<file path="config.mk">
export PLATFORM = sky130hd
export DESIGN_NAME = ufl_queue
export DESIGN_NICKNAME = d
export VERILOG_FILES = /design/src/sv/ufl_pkg.sv /design/src/sv/ufl_queue.sv
export SDC_FILE = /design/constraint.sdc
export NUM_CORES = 1
export LEC_CHECK = 0
export BUFFER_PORTS_ARGS = -buffer_cell sky130_fd_sc_hd__buf_2
export CAP_MARGIN = 20
export CORE_UTILIZATION = 33
export DETAILED_ROUTE_END_ITERATION = 7
export SYNTH_ARGS = -nofsm -noshare
export SYNTH_HDL_FRONTEND = slang
export SYNTH_SLANG_ARGS = --single-unit
</file>
<file path="constraint.sdc">
create_clock -name clk -period 12.4 [get_ports clk]
set_clock_uncertainty 0.05 [all_clocks]
set_input_delay 1.86 -clock clk [delete_from_list [all_inputs] [get_ports clk]]
set_output_delay 1.86 -clock clk [all_outputs]
set_load 0.05 [all_outputs]
</file>
<file path="src/sv/ufl_pkg.sv">
// shared types, constants and helpers of the udp flow tracker
package ufl_pkg;

    localparam int FLOW_ENTRIES_DEF = 32;
    localparam int QDEPTH = 2;
    localparam int QAW = $clog2(QDEPTH);

    localparam int CFG_IDX_W = 2;
    localparam logic [CFG_IDX_W-1:0] CFG_HALF_TIMEOUT = 2'd0;
    localparam logic [CFG_IDX_W-1:0] CFG_FULL_TIMEOUT = 2'd1;
    localparam logic [CFG_IDX_W-1:0] CFG_CHECK_INTERVAL = 2'd2;

    localparam logic [31:0] HALF_TIMEOUT_RST = 32'd60;
    localparam logic [31:0] FULL_TIMEOUT_RST = 32'd180;
    localparam logic [31:0] CHECK_INTERVAL_RST = 32'd1;

    typedef enum logic [1:0] {
        KIND_DELETED   = 2'd0,
        KIND_CREATED   = 2'd1,
        KIND_COUNTED   = 2'd2,
        KIND_UNTRACKED = 2'd3
    } kind_t;

    typedef enum logic [2:0] {
        ST_IDLE,
        ST_SW_RD,
        ST_SW_CHK,
        ST_LK_RD,
        ST_LK_CHK,
        ST_LK_DONE,
        ST_UPD,
        ST_FIN
    } back_state_t;

    typedef struct packed {
        logic [31:0] half_timeout;
        logic [31:0] full_timeout;
    } tmo_t;

    typedef struct packed {
        logic        sweep;
        logic        udp;
        logic [31:0] src_ip;
        logic [15:0] src_port;
        logic [31:0] dst_ip;
        logic [15:0] dst_port;
        logic [31:0] time_sec;
        logic [15:0] pkt_length;
    } cmd_t;

    typedef struct packed {
        logic [63:0] addrs;
        logic [31:0] ports;
        logic        rev;
        logic [31:0] packets;
        logic [47:0] bytes;
        logic [31:0] first;
        logic [31:0] last;
    } ent_t;

    typedef struct packed {
        kind_t       kind;
        logic [63:0] addrs;
        logic [31:0] ports;
        logic        full;
        logic        rev;
        logic [31:0] packets;
        logic [47:0] bytes;
        logic [31:0] first;
        logic [31:0] last_seen;
        logic        last;
    } res_t;

    function automatic logic [47:0] sat_add_bytes(logic [47:0] b, logic [15:0] len);
        logic [48:0] sum;
        sum = {1'b0, b} + {33'd0, len};
        return sum[48] ? {48{1'b1}} : sum[47:0];
    endfunction

    function automatic logic [31:0] sat_inc_packets(logic [31:0] p);
        return (p == {32{1'b1}}) ? p : p + 32'd1;
    endfunction

endpackage

</file>
<file path="src/sv/ufl_queue.sv">
// short queue of classified packets between front and back
module ufl_queue (
    input  logic          clk,
    input  logic          rst_n,
    input  logic          push,
    input  ufl_pkg::cmd_t push_data,
    input  logic          pop,
    output ufl_pkg::cmd_t pop_data,
    output logic          full,
    output logic          empty
);
    import ufl_pkg::*;

    cmd_t           data_reg [QDEPTH];
    logic [QAW-1:0] wr_ptr_reg;
    logic [QAW-1:0] rd_ptr_reg;
    logic [QAW:0]   count_reg;

    assign full     = (count_reg == (QAW+1)'(QDEPTH));
    assign empty    = (count_reg == '0);
    assign pop_data = data_reg[rd_ptr_reg];

    always_ff @(posedge clk)
    begin
        if (push)
            data_reg[wr_ptr_reg] <= push_data;
    end

    always_ff @(posedge clk or negedge rst_n)
    begin
        if (!rst_n)
        begin
            wr_ptr_reg <= '0;
            rd_ptr_reg <= '0;
            count_reg  <= '0;
        end
        else
        begin
            if (push)
                wr_ptr_reg <= wr_ptr_reg + 1'b1;
            if (pop)
                rd_ptr_reg <= rd_ptr_reg + 1'b1;
            if (push && !pop)
                count_reg <= count_reg + 1'b1;
            else if (pop && !push)
                count_reg <= count_reg - 1'b1;
        end
    end

endmodule

</file>
Yosys cells after proc, flatten, opt, wreduce, memory -nomap -nowiden. Memories as Yosys holds them, arrays and structs flattened. Cells that the tools add are included.

Add/subtract/negate cells: 4. Equal/unequal tests: 1. Mux-type cells: 4. Reductions and logical operators: 6.

Operators by type and width (number): two-way mux 2 bit (2); adder 1 bit (second input constant) (2); adder 2 x 1 -> 2 bit (second input constant) (1); == test 2 bit (second input constant) (1); logical AND 1 bit (2); logical NOT 1 bit (2); logical NOT 2 bit (1); two-way mux 1 bit (2); nonzero test 2 bit (1); subtractor 2 x 1 -> 2 bit (second input constant) (1).

Register bits: 4. Bits in writable memories: 292. Input port bits: 150. Word-level logic and storage cells: 19. Memories: 1.

Memory list: data_reg (depth 2, width 146, rd ports 1, clocked after Yosys merged registers in 0, wr ports 1, RTL line ufl_queue.sv:14) `cmd_t data_reg [QDEPTH];`.

Depth between registers and ports, before layout.
Word-level depth: 4. Gate-level depth with buffers: 5.

Least setup slack after synthesis. Ideal clock, no wire load.

Path type: input-to-reg. From: in push. To: mem data_reg[0][0] (netlist name) (enable). Arrival: 8.177 ns. Required time: 11.679 ns. Slack: 3.502 ns. Cell stages on the path: 1. Path buffers: 0. Path through: nor2b_1.

Word-level cells in the longest chain between the ends: 2.

RTL lines: start: declaration (RTL line ufl_queue.sv:5) `input logic push,`; two-way mux 1 bit (RTL line ufl_queue.sv:25) `if (push)`; two-way mux 1 bit (not written as such) (RTL line ufl_queue.sv:26) `data_reg[wr_ptr_reg] <= push_data;`; end: declaration (RTL line ufl_queue.sv:14).

Every way passes these cells.

==> impl_results.md <==
- WL final: between 20000 and 25000 microns
- First-pass detailed-route iteration total: 4
- Leakage power: 5.06 nW
- Cts hold-fix bufs: 0
- Crit path DAT: 2560 ps
- Outcome: complete, no violations
- CTS clk-pin slew, worst paths: about 60 ps
- All-Layer GR Usage: 0.121
- Row cnt: between 60 and 70
- PortBufs: between 200 and 300
- Clock power frac: 0.230
- Worst endpoint required time: between 10000 and 15000 ps
- Seq/Total Area, Yosys: 0.823
- Buffer count from post-CTS setup fixing: 0
- Clock Sink Count: a little under 300
- HP Class: flop to flop
- Grt ovf: 0
- Unique masters post-synth: 12
- Minimum clock period: between 4000 and 5000 ps
- Pin count of the biggest net entering global routing: 76
- Flop pwr share: 0.372
- Initial Util: 0.339
- Combinational fraction of design power: 0.398
- First-pass GRT wire length: 31300 microns
- PD cells: about 270 mW/mm^2
- Setup crit end kind: output pin
- Root buf cell: clkbuf_16
- Setup CP Type: flop to output pin
- DP Cell Count: 1192
- Top fanout value on the critical path: 75
- Fillers: 2853
- Final Worst Setup Slack: 7930 ps
- Yosys reg bits: 296
- PostCTS Resize Cnt: 0
- TritonCTS Buffers: 31
- Slew HR: 0.305
- DR vias/cell: between 4 and 5
- Hold_ws: between 400 and 500 ps
- Initial antenna violation count: 3
- Fmax: roughly 220 MHz
- Max-slew violation count: 0
- Dpl cell area: ~0.013 sq mm
- Final Setup Violations: 0
- Switching part of the total: 0.402
- Max reg flops: about 290
- Fin cells: between 1000 and 1500
- P&R area growth vs syn: 26.5%
- Initial DRC Count: slightly below 200
- Finished Core Util: 0.429
- Max-cap violations: 0
- NetSw: 1.49 mW
- Cells after Synth: 470
- Core Region: 0.0318 sq mm
- Tcrit/Tclk final: 0.360
- Antenna Nets Post-Route: 0
- Net Count, Synth: just over 600
- VDD IR max: roughly 0.00014 V
- Clock Path Buffers: 3
- Residual DRC: 0
- Synthesis Warnings: 0
- Vias in the first global route: about 5700
- P_int: between 2 and 2.5 mW
- Vias: between 5000 and 6000
- Layout Cell Area excl Fill: approximately 0.014 sq mm
- Placement Setup Slack: around 8200 ps
- Avg WL per Cell: between 15 and 20 microns
- Routability Congestion: between 0.7 and 0.8
- Final hold violation count: 0
- Most frequent cells in the layout: buf_2, edfxtp_1, mux2_2
- Chip Width: ~180 microns
- Die ar.: 0.0334 sq mm
- Die height: about 180 microns
- Synth Cell Area: ~0.011 sq mm
- Mean post-synth cell area: 22.9 sq um
- Total power: ~3.7 mW
- Worst Tran Pin Value: approximately 1000 ps
- Nets: 941
- Commonest non-fill, non-tap cell in the layout: buf_2
- Final HPWL DP: about 13000 microns
- CP Launch Type: flop
- H-Tree Depth: 1
- TNS Setup: 0 ps
- Share of cells above drive strength 1: 0.605
- CTS tree: yes
- RSZ-0062 raised after global routing: false
- Clk_lat worst skew: roughly 540 ps
- Top Ports: ~300
==> routing by layer <==
metal,wire (microns),share of wire,track usage,vias to the layer above
met2,10100,0.49,0.204,199
met4,545,0.026,0.0329,2
met3,1850,0.089,0.0463,32
met5,13,0.00062,0,-
met1,8300,0.40,0.144,2645
li1,-,-,-,2518
==> synth_stat cells (all sizes together) <==
master	count	area [sq um]
edfxtp	292	8770
mux2	146	1640
buf	16	174
dfrtp	4	100
xor2	4	35.0
nor2	2	7.51
nor2b	2	12.5
and2	1	6.26
ha	1	12.5
inv	1	3.75
xnor2	1	8.76
==> power by group through the flow <==
stage	registers (mW)	logic, mW	clock network, mW
after floorplan	1.42	1.21	0
after global placement	1.39	1.50	0
after detailed placement	1.40	1.49	0
after CTS	1.38	1.50	0.879
after global routing	1.39	1.54	0.918
final	1.37	1.47	0.850
==> final cells by class <==
cell class / count / area [sq um] / share of cell area
sequential: 296 / 8870 / 0.651
multi-input combinational: 157 / 1740 / 0.127
timing repair buffer: 303 / 1530 / 0.112
clock buffer: 40 / 810 / 0.0594
tap: 435 / 544 / 0.0399
clock inverter: 14 / 121 / 0.00891
antenna: 3 / 7.51 / 0.000551
inverter: 1 / 3.75 / 0.000275
==> path summary, 6_finish.rpt <==
| kind | startpoint | end | slack (ps) | cells past startpoint |
|---|---|---|---|---|
| hold reg to reg | count_reg[1] | count_reg[1] | 440 | 1 |
| hold / removal | count_reg[1] | count_reg[1] | 440 | 1 |
| min in group asynchronous | rst_n | rd_ptr_reg | 1060 | 1 |
| setup reg to reg | wr_ptr_reg | data_reg[0][125] | 9880 | 2 |
| setup / recovery | rd_ptr_reg | pop_data[103] | 7930 | 3 |
| max in group asynchronous | rst_n | rd_ptr_reg | 11110 | 1 |
==> logic make-up (layout without fill, tap and decap cells) <==
logic type	after synthesis	after routing	share of synthesized area
xor+xnor	5	5	0.00406
fa+ha+maj	1	1	0.00116
buf+inv	17	358	0.0165
flops	296	296	0.823
mux	146	146	0.153
other cells	0	3	0
simple gates	5	5	0.00244
==> worst max-delay path: stages, from the launching register on <==
cell and delay [ps]:
dfrtp_4 500, buf_4 760, mux2_2 420, buf_2 210
No activity file was read; power rests on OpenSTA's default activity.
