[config.mk]
export PLATFORM = sky130hd
export DESIGN_NAME = ufl_front
export DESIGN_NICKNAME = d
export VERILOG_FILES = /design/src/sv/ufl_pkg.sv /design/src/sv/ufl_front.sv
export SDC_FILE = /design/constraint.sdc
export NUM_CORES = 1
export LEC_CHECK = 0
export BUFFER_PORTS_ARGS = -buffer_cell sky130_fd_sc_hd__buf_2
export CAP_MARGIN = 20
export CORE_MARGIN = 2
export CORE_UTILIZATION = 28
export CTS_BUF_LIST = sky130_fd_sc_hd__clkbuf_16
export DETAILED_ROUTE_END_ITERATION = 8
export PLACE_DENSITY = 0.54
export SYNTH_ARGS = -nofsm -noshare
export SYNTH_HDL_FRONTEND = slang
export SYNTH_SLANG_ARGS = --single-unit
export TNS_END_PERCENT = 50
[constraint.sdc]
create_clock -name clk -period 9.25 [get_ports clk]
set_input_delay 1.85 -clock clk [delete_from_list [all_inputs] [get_ports clk]]
set_output_delay 1.85 -clock clk [all_outputs]
set_load 0.005 [all_outputs]
[src/sv/ufl_pkg.sv]
// shared types, constants and helpers of the udp flow tracker
package ufl_pkg;

    localparam int FLOW_ENTRIES_DEF = 32;
    localparam int QDEPTH = 2;
    localparam int QAW = $clog2(QDEPTH);

    localparam int CFG_IDX_W = 2;
    localparam logic [CFG_IDX_W-1:0] CFG_HALF_TIMEOUT = 2'd0;
    localparam logic [CFG_IDX_W-1:0] CFG_FULL_TIMEOUT = 2'd1;
    localparam logic [CFG_IDX_W-1:0] CFG_CHECK_INTERVAL = 2'd2;

    localparam logic [31:0] HALF_TIMEOUT_RST = 32'd60;
    localparam logic [31:0] FULL_TIMEOUT_RST = 32'd180;
    localparam logic [31:0] CHECK_INTERVAL_RST = 32'd1;

    typedef enum logic [1:0] {
        KIND_DELETED   = 2'd0,
        KIND_CREATED   = 2'd1,
        KIND_COUNTED   = 2'd2,
        KIND_UNTRACKED = 2'd3
    } kind_t;

    typedef enum logic [2:0] {
        ST_IDLE,
        ST_SW_RD,
        ST_SW_CHK,
        ST_LK_RD,
        ST_LK_CHK,
        ST_LK_DONE,
        ST_UPD,
        ST_FIN
    } back_state_t;

    typedef struct packed {
        logic [31:0] half_timeout;
        logic [31:0] full_timeout;
    } tmo_t;

    typedef struct packed {
        logic        sweep;
        logic        udp;
        logic [31:0] src_ip;
        logic [15:0] src_port;
        logic [31:0] dst_ip;
        logic [15:0] dst_port;
        logic [31:0] time_sec;
        logic [15:0] pkt_length;
    } cmd_t;

    typedef struct packed {
        logic [63:0] addrs;
        logic [31:0] ports;
        logic        rev;
        logic [31:0] packets;
        logic [47:0] bytes;
        logic [31:0] first;
        logic [31:0] last;
    } ent_t;

    typedef struct packed {
        kind_t       kind;
        logic [63:0] addrs;
        logic [31:0] ports;
        logic        full;
        logic        rev;
        logic [31:0] packets;
        logic [47:0] bytes;
        logic [31:0] first;
        logic [31:0] last_seen;
        logic        last;
    } res_t;

    function automatic logic [47:0] sat_add_bytes(logic [47:0] b, logic [15:0] len);
        logic [48:0] sum;
        sum = {1'b0, b} + {33'd0, len};
        return sum[48] ? {48{1'b1}} : sum[47:0];
    endfunction

    function automatic logic [31:0] sat_inc_packets(logic [31:0] p);
        return (p == {32{1'b1}}) ? p : p + 32'd1;
    endfunction

endpackage

[src/sv/ufl_front.sv]
// front end: config registers, aging trigger and packet classification
module ufl_front (
    input  logic                            clk,
    input  logic                            rst_n,
    input  logic                            cfg_valid,
    output logic                            cfg_ready,
    input  logic [ufl_pkg::CFG_IDX_W-1:0]   cfg_index,
    input  logic [31:0]                     cfg_data,
    input  logic                            in_valid,
    output logic                            in_stall,
    input  logic                            has_ip,
    input  logic                            has_udp,
    input  logic [31:0]                     src_ip,
    input  logic [15:0]                     src_port,
    input  logic [31:0]                     dst_ip,
    input  logic [15:0]                     dst_port,
    input  logic [31:0]                     time_sec,
    input  logic [15:0]                     pkt_length,
    input  logic                            q_full,
    output logic                            q_push,
    output ufl_pkg::cmd_t                   q_data,
    output ufl_pkg::tmo_t                   tmo
);
    import ufl_pkg::*;

    logic [31:0] half_reg;
    logic [31:0] full_reg;
    logic [31:0] intv_reg;
    logic [31:0] lct_reg;
    logic [31:0] lct_next;
    logic        accept;
    logic        sweep;
    logic        udp;

    assign cfg_ready = 1'b1;
    assign in_stall  = q_full;
    assign accept    = in_valid && !q_full;

    assign sweep = (intv_reg != 32'd0) && (time_sec >= lct_reg)
                   && ((time_sec - lct_reg) >= intv_reg);
    assign udp   = has_ip && has_udp;

    assign lct_next = (accept && sweep) ? time_sec : lct_reg;
    assign q_push   = accept && (sweep || udp);

    always_comb
    begin
        q_data.sweep      = sweep;
        q_data.udp        = udp;
        q_data.src_ip     = src_ip;
        q_data.src_port   = src_port;
        q_data.dst_ip     = dst_ip;
        q_data.dst_port   = dst_port;
        q_data.time_sec   = time_sec;
        q_data.pkt_length = pkt_length;
        tmo.half_timeout  = half_reg;
        tmo.full_timeout  = full_reg;
    end

    always_ff @(posedge clk or negedge rst_n)
    begin
        if (!rst_n)
        begin
            half_reg <= HALF_TIMEOUT_RST;
            full_reg <= FULL_TIMEOUT_RST;
            intv_reg <= CHECK_INTERVAL_RST;
            lct_reg  <= 32'd0;
        end
        else
        begin
            lct_reg <= lct_next;
            if (cfg_valid)
            begin
                unique case (cfg_index)
                    CFG_HALF_TIMEOUT:   half_reg <= cfg_data;
                    CFG_FULL_TIMEOUT:   full_reg <= cfg_data;
                    CFG_CHECK_INTERVAL: intv_reg <= cfg_data;
                    default:            ;
                endcase
            end
        end
    end

endmodule

Word-level counts from Yosys, hierarchy flattened
Index checks and enable logic that the tools add are counted.
{"block": "classes", "n_eq_ne": 2, "add_sub_neg": 1, "n_reduce_logical": 13, "n_lt_le_gt_ge": 2}
{"operator": "$ge 32x32->1", "count": 2}
{"operator": "$reduce_bool 32->1", "count": 1}
{"operator": "$sub 32x32->32", "count": 1}
{"operator": "$logic_and 1x1->1", "count": 6}
{"operator": "$reduce_and 2->1", "count": 3}
{"operator": "$eq 2x1->1 const B", "count": 1}
{"operator": "$eq 2x2->1 const B", "count": 1}
{"operator": "$logic_not 2->1", "count": 1}
{"operator": "$logic_not 1->1", "count": 1}
{"operator": "$logic_or 1x1->1", "count": 1}
{"block": "totals", "reg_bits": 128, "inputBits": 185, "out_inout_bits": 213, "elab_cells": 22}

Logic depth before layout (Yosys ltp)
Gate-level depths: netlist of the first run.
{"block": "logic_depth", "depth_word": 5, "mapped_depth": 21, "depth_no_buf": 19}

Worst setup path after synthesis of the first run
OpenSTA, ideal clock, no wires.
{"block": "synth_timing", "kind": "input-to-output", "start": "in time_sec[9]", "end": "out q_push", "cell_stages": 16, "arrival_ns": 5.154, "n_path_buf": 0, "setup_slack_ns": 2.246, "required_ns": 7.400, "path_cell_list": "ha_1 -> a211oi_2 -> o211ai_1 -> a221o_1 -> a31oi_1 -> o21ai_0 -> a31o_2 -> a211oi_1 -> xnor2_1 -> ha_1 -> and4_1 -> a221oi_1 -> o211ai_1 -> o311a_1 -> nor2_1 -> nor3b_1"}
{"block": "synth_between", "elab_chain_len": 5, "word_cells_on_any_way": 7, "cone_classes": "add/sub (1); order compare (2); reduce/logical (4)"}
{"item": "from (decl)", "line": "ufl_front.sv:17", "rtl": "input logic [31:0] time_sec,"}
{"item": "$sub 32x32->32 or $ge 32x32->1 (tied branches)", "line": "ufl_front.sv:40, ufl_front.sv:39"}
{"item": "$ge 32x32->1 or $logic_and 1x1->1 (tied branches)", "line": "ufl_front.sv:40, ufl_front.sv:39"}
{"item": "$logic_and 1x1->1 (*)", "line": "ufl_front.sv:40", "rtl": "&& ((time_sec - lct_reg) >= intv_reg);"}
{"item": "named net sweep", "line": "ufl_front.sv:32", "rtl": "logic sweep;"}
{"item": "$logic_or 1x1->1 (*)", "line": "ufl_front.sv:44", "rtl": "assign q_push = accept && (sweep || udp);"}
{"item": "$logic_and 1x1->1 (*)", "line": "ufl_front.sv:44"}
{"item": "to (decl)", "line": "ufl_front.sv:20", "rtl": "output logic q_push,"}
Mark *: on every way through the listed nets, which the timed path passes. The rest lies on a longest branch.

Worst setup path after layout of the first run
{"block": "layout_timing", "start": "in time_sec[2]", "end": "out q_push"}
{"block": "layout_between", "elab_chain_len": 5, "word_cells_on_any_way": 7, "cone_classes": "add/sub (1); order compare (2); reduce/logical (4)"}
{"item": "$sub 32x32->32 or $ge 32x32->1 (tied branches)", "line": "ufl_front.sv:40, ufl_front.sv:39"}
{"item": "$ge 32x32->1 or $logic_and 1x1->1 (tied branches)", "line": "ufl_front.sv:40, ufl_front.sv:39"}
{"item": "$logic_and 1x1->1 (*)", "line": "ufl_front.sv:40"}
{"item": "$logic_or 1x1->1 (*)", "line": "ufl_front.sv:44"}
{"item": "$logic_and 1x1->1 (*)", "line": "ufl_front.sv:44"}
Every way passes the cells marked *; elsewhere a longest branch is shown, timed or not.

==> impl_results.md, run 1 <==
* Fin cells at 1243
* Final worst path period need at 7.889 ns
* Leakage power at 0.004493 uW
* Top Layer Used: met4
* DR WL met3 at 2049 um
* Die area at 32260 um2
* Fin util at 30.73%
* Synth area leaders: dfrtp_1, buf_4, mux2_2, ha_1, mux2_4
* Rel. slew slack at 50.48%
* Top FF cell, synth: dfrtp_1
* Crit path kind: in2out
* DR iter-0 viols at 215
* Detailed Routing Iterations Pass 1 at 4
* Reg area at 3214 um2
* Seq/Total Area, Yosys at 37.22%
* Core area at 30510 um2
* Worst hold-check path type: reg2reg
* Count of hold buffers inserted by post-cts repair at 0
* Gpl congestion at 0.8267
* Cts repair resizes at 0
* TNS Setup at 0 ns
* Mapped Cells at 806
* CTS Buf Count at 17
* First-pass GRT wire length at 37290 um
* Largest net degree at the start of global routing at 79
* Die Span Y at 179.6 um
* RSZ-0062 raised after global routing: no
* Via density at 4.613
* Vias in the first global route at 5999
* Worst Skew at 0.01441 ns
* CTS tree: yes
* IO Port Bufs at 172
* Ant diodes at 0
* Max FO, Critical Path at 5
* Routed Antenna Nets at 0
* Worst-Margin Slew at 0.7428 ns
* Int Pwr at 1757 uW
* Antenna violations before repair at 0
* Post-synth top area cell: dfrtp_1
* Outcome: complete, no violations
* Synth Area per Inst at 10.71 um2
* Seq pwr share at 27.9%
* Total routed wirelength at 24400 um
* Share of layout cells above drive strength 1 at 42.03%
* H-Tree Level Count at 4
* CP arrival at 6.04 ns
* Required @ worst endpoint at 7.40 ns
* Critical Path End Type: output pin
* Via count at 5734
* Worst vdd ir at 130.8 uV
* Final Hold Fails at 0
* Post-synthesis register bit count at 128
* DP Area at 8776 um2
* Sw Ratio at 39.37%
* Max-cap violations at 0
* WL met2 at 12160 um
* Final HPWL DP at 19600 um
* Post-synth EDFFs at 0
* Pwr Total at 2898 uW
* Per-cell routed wire length at 19.63 um
* Clock Sinks at 128
* Synth warnings at 0
* Synth async-reset ratio at 100.0%
* Post-CTS setup buffers at 0
* Nets at 1084
* DRC at 0
* Achievable Freq at 126.8 MHz
* Proportion of power drawn by the clock network at 22.6%
* Maximum buffer depth of the clock tree at 2
* Final Max Slew Viols at 0
* Layout filler cell count at 3129
* Clock slew at reported path FFs at 0.06 ns
* CTS Root Cell: clkbuf_16
* Placed insts at 1209
* Combinational Power Share at 49.5%
* Layout Area Growth over Synthesis at 8.548%
* Post-route design area at 9374 um2
* Distinct cells, synth at 61
* Final setup viols at 0
* Fin crit share at 85.29%
* Critical Path Start Type: input pin
* Clk_lat worst skew at 0.43 ns
* Syn nets at 1056
* IO Pins at 398
* Multi-input logic area at 3910 um2
* Site Rows at 64
* Initial Util at 28.31%
* Wire length on met1 at 9627 um
* Global-route total usage across every layer at 15.20%
* Pwr dens at 309.1 nW/um2
* Cell Area, Synth at 8636 um2
* Synth top area share at 34.48%
* Die Wd at 179.6 um
* Net Switching at 1141 uW
* Grt ovf at 0
==> final timing paths <==
kind                              startpoint      endpoint  slack, ns  cells past startpoint
worst max-delay path             time_sec[2]        q_push       1.36                     19
worst min-delay path            full_reg[24]  full_reg[24]       0.50                      1
worst max register to register    lct_reg[2]    lct_reg[3]       4.10                     19
worst min register to register  full_reg[24]  full_reg[24]       0.50                      1
max in group asynchronous              rst_n   full_reg[9]       6.62                      2
min in group asynchronous              rst_n   lct_reg[23]       1.47                      1
==> per-stage QoR <==
step | setup slack [ns] | hold WS, ns
floorplan | 2.246 | 0.4806
global placement | 1.470 | 0.4833
detailed placement | 1.418 | 0.4889
CTS | 1.403 | 0.5041
global route | 1.133 | 0.5152
finish | 1.361 | 0.4995
==> per-layer routing <==
metal,GRT usage (%),up-vias
li1,-,2693
met1,17.26,2762
met2,25.61,236
met3,6.240,43
met4,5.496,0
met5,0.1481,-
==> power groups by stage <==
stage	registers, uW	logic, uW	clock network (uW)
after floorplan	798	1130	0
after global placement	810	1410	0
after detailed placement	813	1430	0
after CTS	809	1440	681
after global routing	830	1630	706
final	808	1440	655
==> critical path: stages <==
cell      delay (ns)
buf_2           0.12
ha_1            0.36
o211ai_1        0.18
a21oi_1         0.09
o41a_1          0.45
a31oi_1         0.28
o21ai_0         0.22
a311oi_1        0.57
o21bai_1        0.18
xor2_1          0.21
ha_1            0.28
a21oi_1         0.12
o21ai_0         0.11
a221oi_1        0.36
o211ai_1        0.15
o311a_1         0.20
nor2_1          0.12
nor3b_1         0.05
buf_2           0.12
==> logic make-up after synthesis <==
group,after synthesis,share of synthesized area (%)
adder cells (fa/ha/maj),65,9.505
AND/OR/NAND/NOR,101,5.868
multiplexers,128,17.94
other,1,0.04342
XOR/XNOR,29,2.941
flip-flops,128,37.22
buffers and inverters,238,17.57
AO/OA/AOI/OAI,116,8.911
==> cell usage in the layout, fill, tap and decap left out, drive strengths merged, types with 4 or more instances in the layout <==
| cell | count |
|---|---|
| clkbuf | 17 |
| ha | 64 |
| nand3 | 7 |
| inv | 78 |
| o21ai | 22 |
| o21bai | 4 |
| o21a | 7 |
| dfrtp | 119 |
| xor2 | 12 |
| dfstp | 9 |
| o211ai | 4 |
| buf | 178 |
| a21o | 17 |
| a21oi | 38 |
| nand4 | 10 |
| nor3 | 7 |
| mux2 | 127 |
| nand2 | 31 |
| nor4 | 9 |
| xnor2 | 17 |
| a31oi | 4 |
| nor2 | 18 |
==> cell type report <==
class / instances / area share, %
Inverter: 69 / 2.763
Timing Repair Buffer: 178 / 9.904
Tap cell: 396 / 5.286
Multi-Input combinational cell: 440 / 41.71
Clock inverter: 15 / 1.508
Clock buffer: 17 / 4.538
Sequential cell: 128 / 34.29
==> cells in the mapped netlist (all sizes together) (7+ instances only) <==
cell and instances:
o21ai 22, o21a 7, nor2 18, nand2 31
xor2 12, nand4 10, nand3 7, nor4 9
dfrtp 119, inv 69, ha 64, clkbuf 12
dfstp 9, a21oi 38, buf 157, xnor2 17
mux2 127, a21o 17, nor3 7
Power figures use the tool's default switching activity.
==> run 2, diff against run 1 <==
--- a/config.mk
+++ b/config.mk
@@ -5,13 +5,14 @@
 export SDC_FILE = /design/constraint.sdc
 export NUM_CORES = 1
 export LEC_CHECK = 0
+export ABC_AREA = 1
 export BUFFER_PORTS_ARGS = -buffer_cell sky130_fd_sc_hd__buf_2
 export CAP_MARGIN = 20
 export CORE_MARGIN = 2
 export CORE_UTILIZATION = 28
 export CTS_BUF_LIST = sky130_fd_sc_hd__clkbuf_16
 export DETAILED_ROUTE_END_ITERATION = 8
-export PLACE_DENSITY = 0.54
+export PLACE_DENSITY = 0.53
 export SYNTH_ARGS = -nofsm -noshare
 export SYNTH_HDL_FRONTEND = slang
 export SYNTH_SLANG_ARGS = --single-unit
==> impl_results.md, run 2 <==
* Site Rows at 65
* Post-synth EDFFs at 0
* Post-CTS setup buffers at 0
* IO Pins at 398
* Post-synthesis register bit count at 128
* Worst vdd ir at 133.0 uV
* Syn nets at 1426
* DR iter-0 viols at 500
* Final setup viols at 0
* Core area at 31720 um2
* Per-cell routed wire length at 15.56 um
* Die Wd at 183.9 um
* Outcome: complete, no violations
* Routed Antenna Nets at 0
* Net Switching at 1287 uW
* First-pass GRT wire length at 39590 um
* Via density at 4.531
* Worst R2R Path Depth at 23
* Fin crit share at 79.02%
* Final worst setup slack at 1.941 ns
* Max-cap violations at 0
* Synth warnings at 0
* FF-to-FF Start: lct_reg[0]
* CTS Root Cell: clkbuf_16
* Hold path startpoint: lct_reg[21]
* Share of layout cells above drive strength 1 at 21.26%
* Crit path kind: in2out
* Int Pwr at 1625 uW
* Clk_lat worst skew at 0.42 ns
* Most common cell after layout, fill and taps aside: nand2_1
* Worst Skew at 0.008480 ns
* Mapped Cells at 1176
* Grt ovf at 0
* Pwr dens at 297.4 nW/um2
* Worst Hold Path Cells at 2
* Most frequent cells after synthesis: nand2_1, buf_4, inv_1
* CP arrival at 5.46 ns
* Proportion of power drawn by the clock network at 22.8%
* Largest net degree at the start of global routing at 75
* Maximum buffer depth of the clock tree at 2
* Rel. slew slack at 34.49%
* Hold Path Sink: lct_reg[21]
* Critical Path End Type: output pin
* Top-count cell post-synth: nand2_1
* Distinct cells, synth at 46
* Final Max Slew Viols at 0
* Clock slew at reported path FFs at 0.06 ns
* Count of hold buffers inserted by post-cts repair at 0
* Ant diodes at 0
* Post-synth top area cell: dfrtp_1
* CTS Buf Count at 17
* Critical Path Start Type: input pin
* Die area at 33800 um2
* Combinational Power Share at 50.9%
* Required @ worst endpoint at 7.40 ns
* Cell Area, Synth at 9057 um2
* Synth area leaders: dfrtp_1, buf_4, nand2_1, ha_1, o21ai_0
* IO Port Bufs at 172
* Seq pwr share at 26.3%
* Detailed Routing Iterations Pass 1 at 5
* Global-route total usage across every layer at 15.09%
* Final Hold Fails at 0
* Clock Sinks at 128
* Seq/Total Area, Yosys at 35.49%
* Synth top area share at 32.88%
* Via count at 7300
* Synth Area per Inst at 7.702 um2
* Worst hold-check path type: reg2reg
* Layout Area Growth over Synthesis at 8.095%
* Antenna violations before repair at 0
* Top FF cell, synth: dfrtp_1
* Final worst path period need at 7.309 ns
* Initial Util at 28.56%
* Total routed wirelength at 25070 um
* H-Tree Level Count at 4
* Cts repair resizes at 0
* Vias in the first global route at 7042
* TNS Setup at 0 ns
* Place WS at 1.892 ns
* DRC at 0
* Final HPWL DP at 19360 um
* Max FO, Critical Path at 33
* Leakage power at 0.005225 uW
* Gpl congestion at 0.9350
* CTS tree: yes
* Achievable Freq at 136.8 MHz
* RSZ-0062 raised after global routing: no
* Die Span Y at 183.9 um
* Sw Ratio at 44.21%
* R2R Path End: lct_reg[18]
* Worst-Margin Slew at 0.9804 ns
* Most frequent cells in the layout: nand2_1, buf_2, inv_1, dfrtp_1, o21ai_0
* Flop2flop setup slack at 5.38 ns
* Synth async-reset ratio at 100.0%
* Nets at 1446
[run 2: worst max-delay path by stage]
stage | startpoint | endpoint | slack [ns] | cells past startpoint
floorplan | time_sec[0] | q_push | 2.72 | 24
global placement | time_sec[0] | q_data[145] | 2.00 | 25
detailed placement | time_sec[0] | q_data[145] | 1.89 | 25
CTS | time_sec[0] | q_data[145] | 1.89 | 25
global route | time_sec[0] | q_data[145] | 1.55 | 25
finish | time_sec[0] | q_data[145] | 1.94 | 25
[run 2: layout make-up]
type	instances	area [um2]
Inverter	157	589.3
Clock inverter	15	146.4
Sequential cell	128	3214
Multi-Input combinational cell	713	3984
Timing Repair Buffer	179	928.4
Clock buffer	17	425.4
Fill cell	3419	21930
Tap cell	402	503.0
[run 2: through the flow]
stage	std cells	utilization (%)	total power, uW	hold slack [ns]	instance area, um2
2_1_floorplan	1176	-	1891	0.4419	9057
3_3_place_gp	1578	29.00	2243	0.4551	9199
3_5_place_dp	1578	29.00	2253	0.4592	9199
4_1_cts	1610	30.80	2945	0.4735	9771
5_1_grt	1611	30.87	3195	0.4875	9791
6_report	1611	30.87	2912	0.4702	9791
[run 2: kinds of logic after synthesis]
logic type                 Yosys count  synth area share, %
AOI/OAI and AO/OA                  200                12.02
xor gates and xnor gates            24                2.321
adders and majority gates           65                9.062
buffers and inverters              335                20.69
DFF                                128                35.49
other                                1              0.04140
and+or+nand+nor                    423                20.38
[run 2: layer usage]
metal / global-route usage (%) / part of all wire [%]
met1: 20.41 / 46
met2: 23.14 / 44
met3: 3.189 / 6.1
met4: 6.720 / 3.5
met5: 0 / 0
[run 2: worst max-delay path, cell delays in order]
cell	delay, ns
buf_2	0.10
inv_1	0.04
ha_1	0.23
fa_1	0.41
inv_1	0.07
nand2_1	0.04
nand2_1	0.07
and2_1	0.16
a21oi_1	0.11
o21ai_1	0.29
nand2_1	0.09
nand2_1	0.14
nand2_1	0.08
nand3_1	0.08
nand2_1	0.06
ha_1	0.27
nand2_1	0.06
nor2_1	0.13
nand4_1	0.13
a21oi_1	0.16
nor2_1	0.06
nand2_2	0.09
buf_4	0.36
and2_2	0.22
buf_2	0.12
[run 2: power groups by stage]
stage	logic [uW]	registers [uW]	clock network, uW
after CTS	1490	767	688
after global routing	1700	784	713
after detailed placement	1480	773	0
after global placement	1470	772	0
after floorplan	1130	765	0
final	1480	766	665
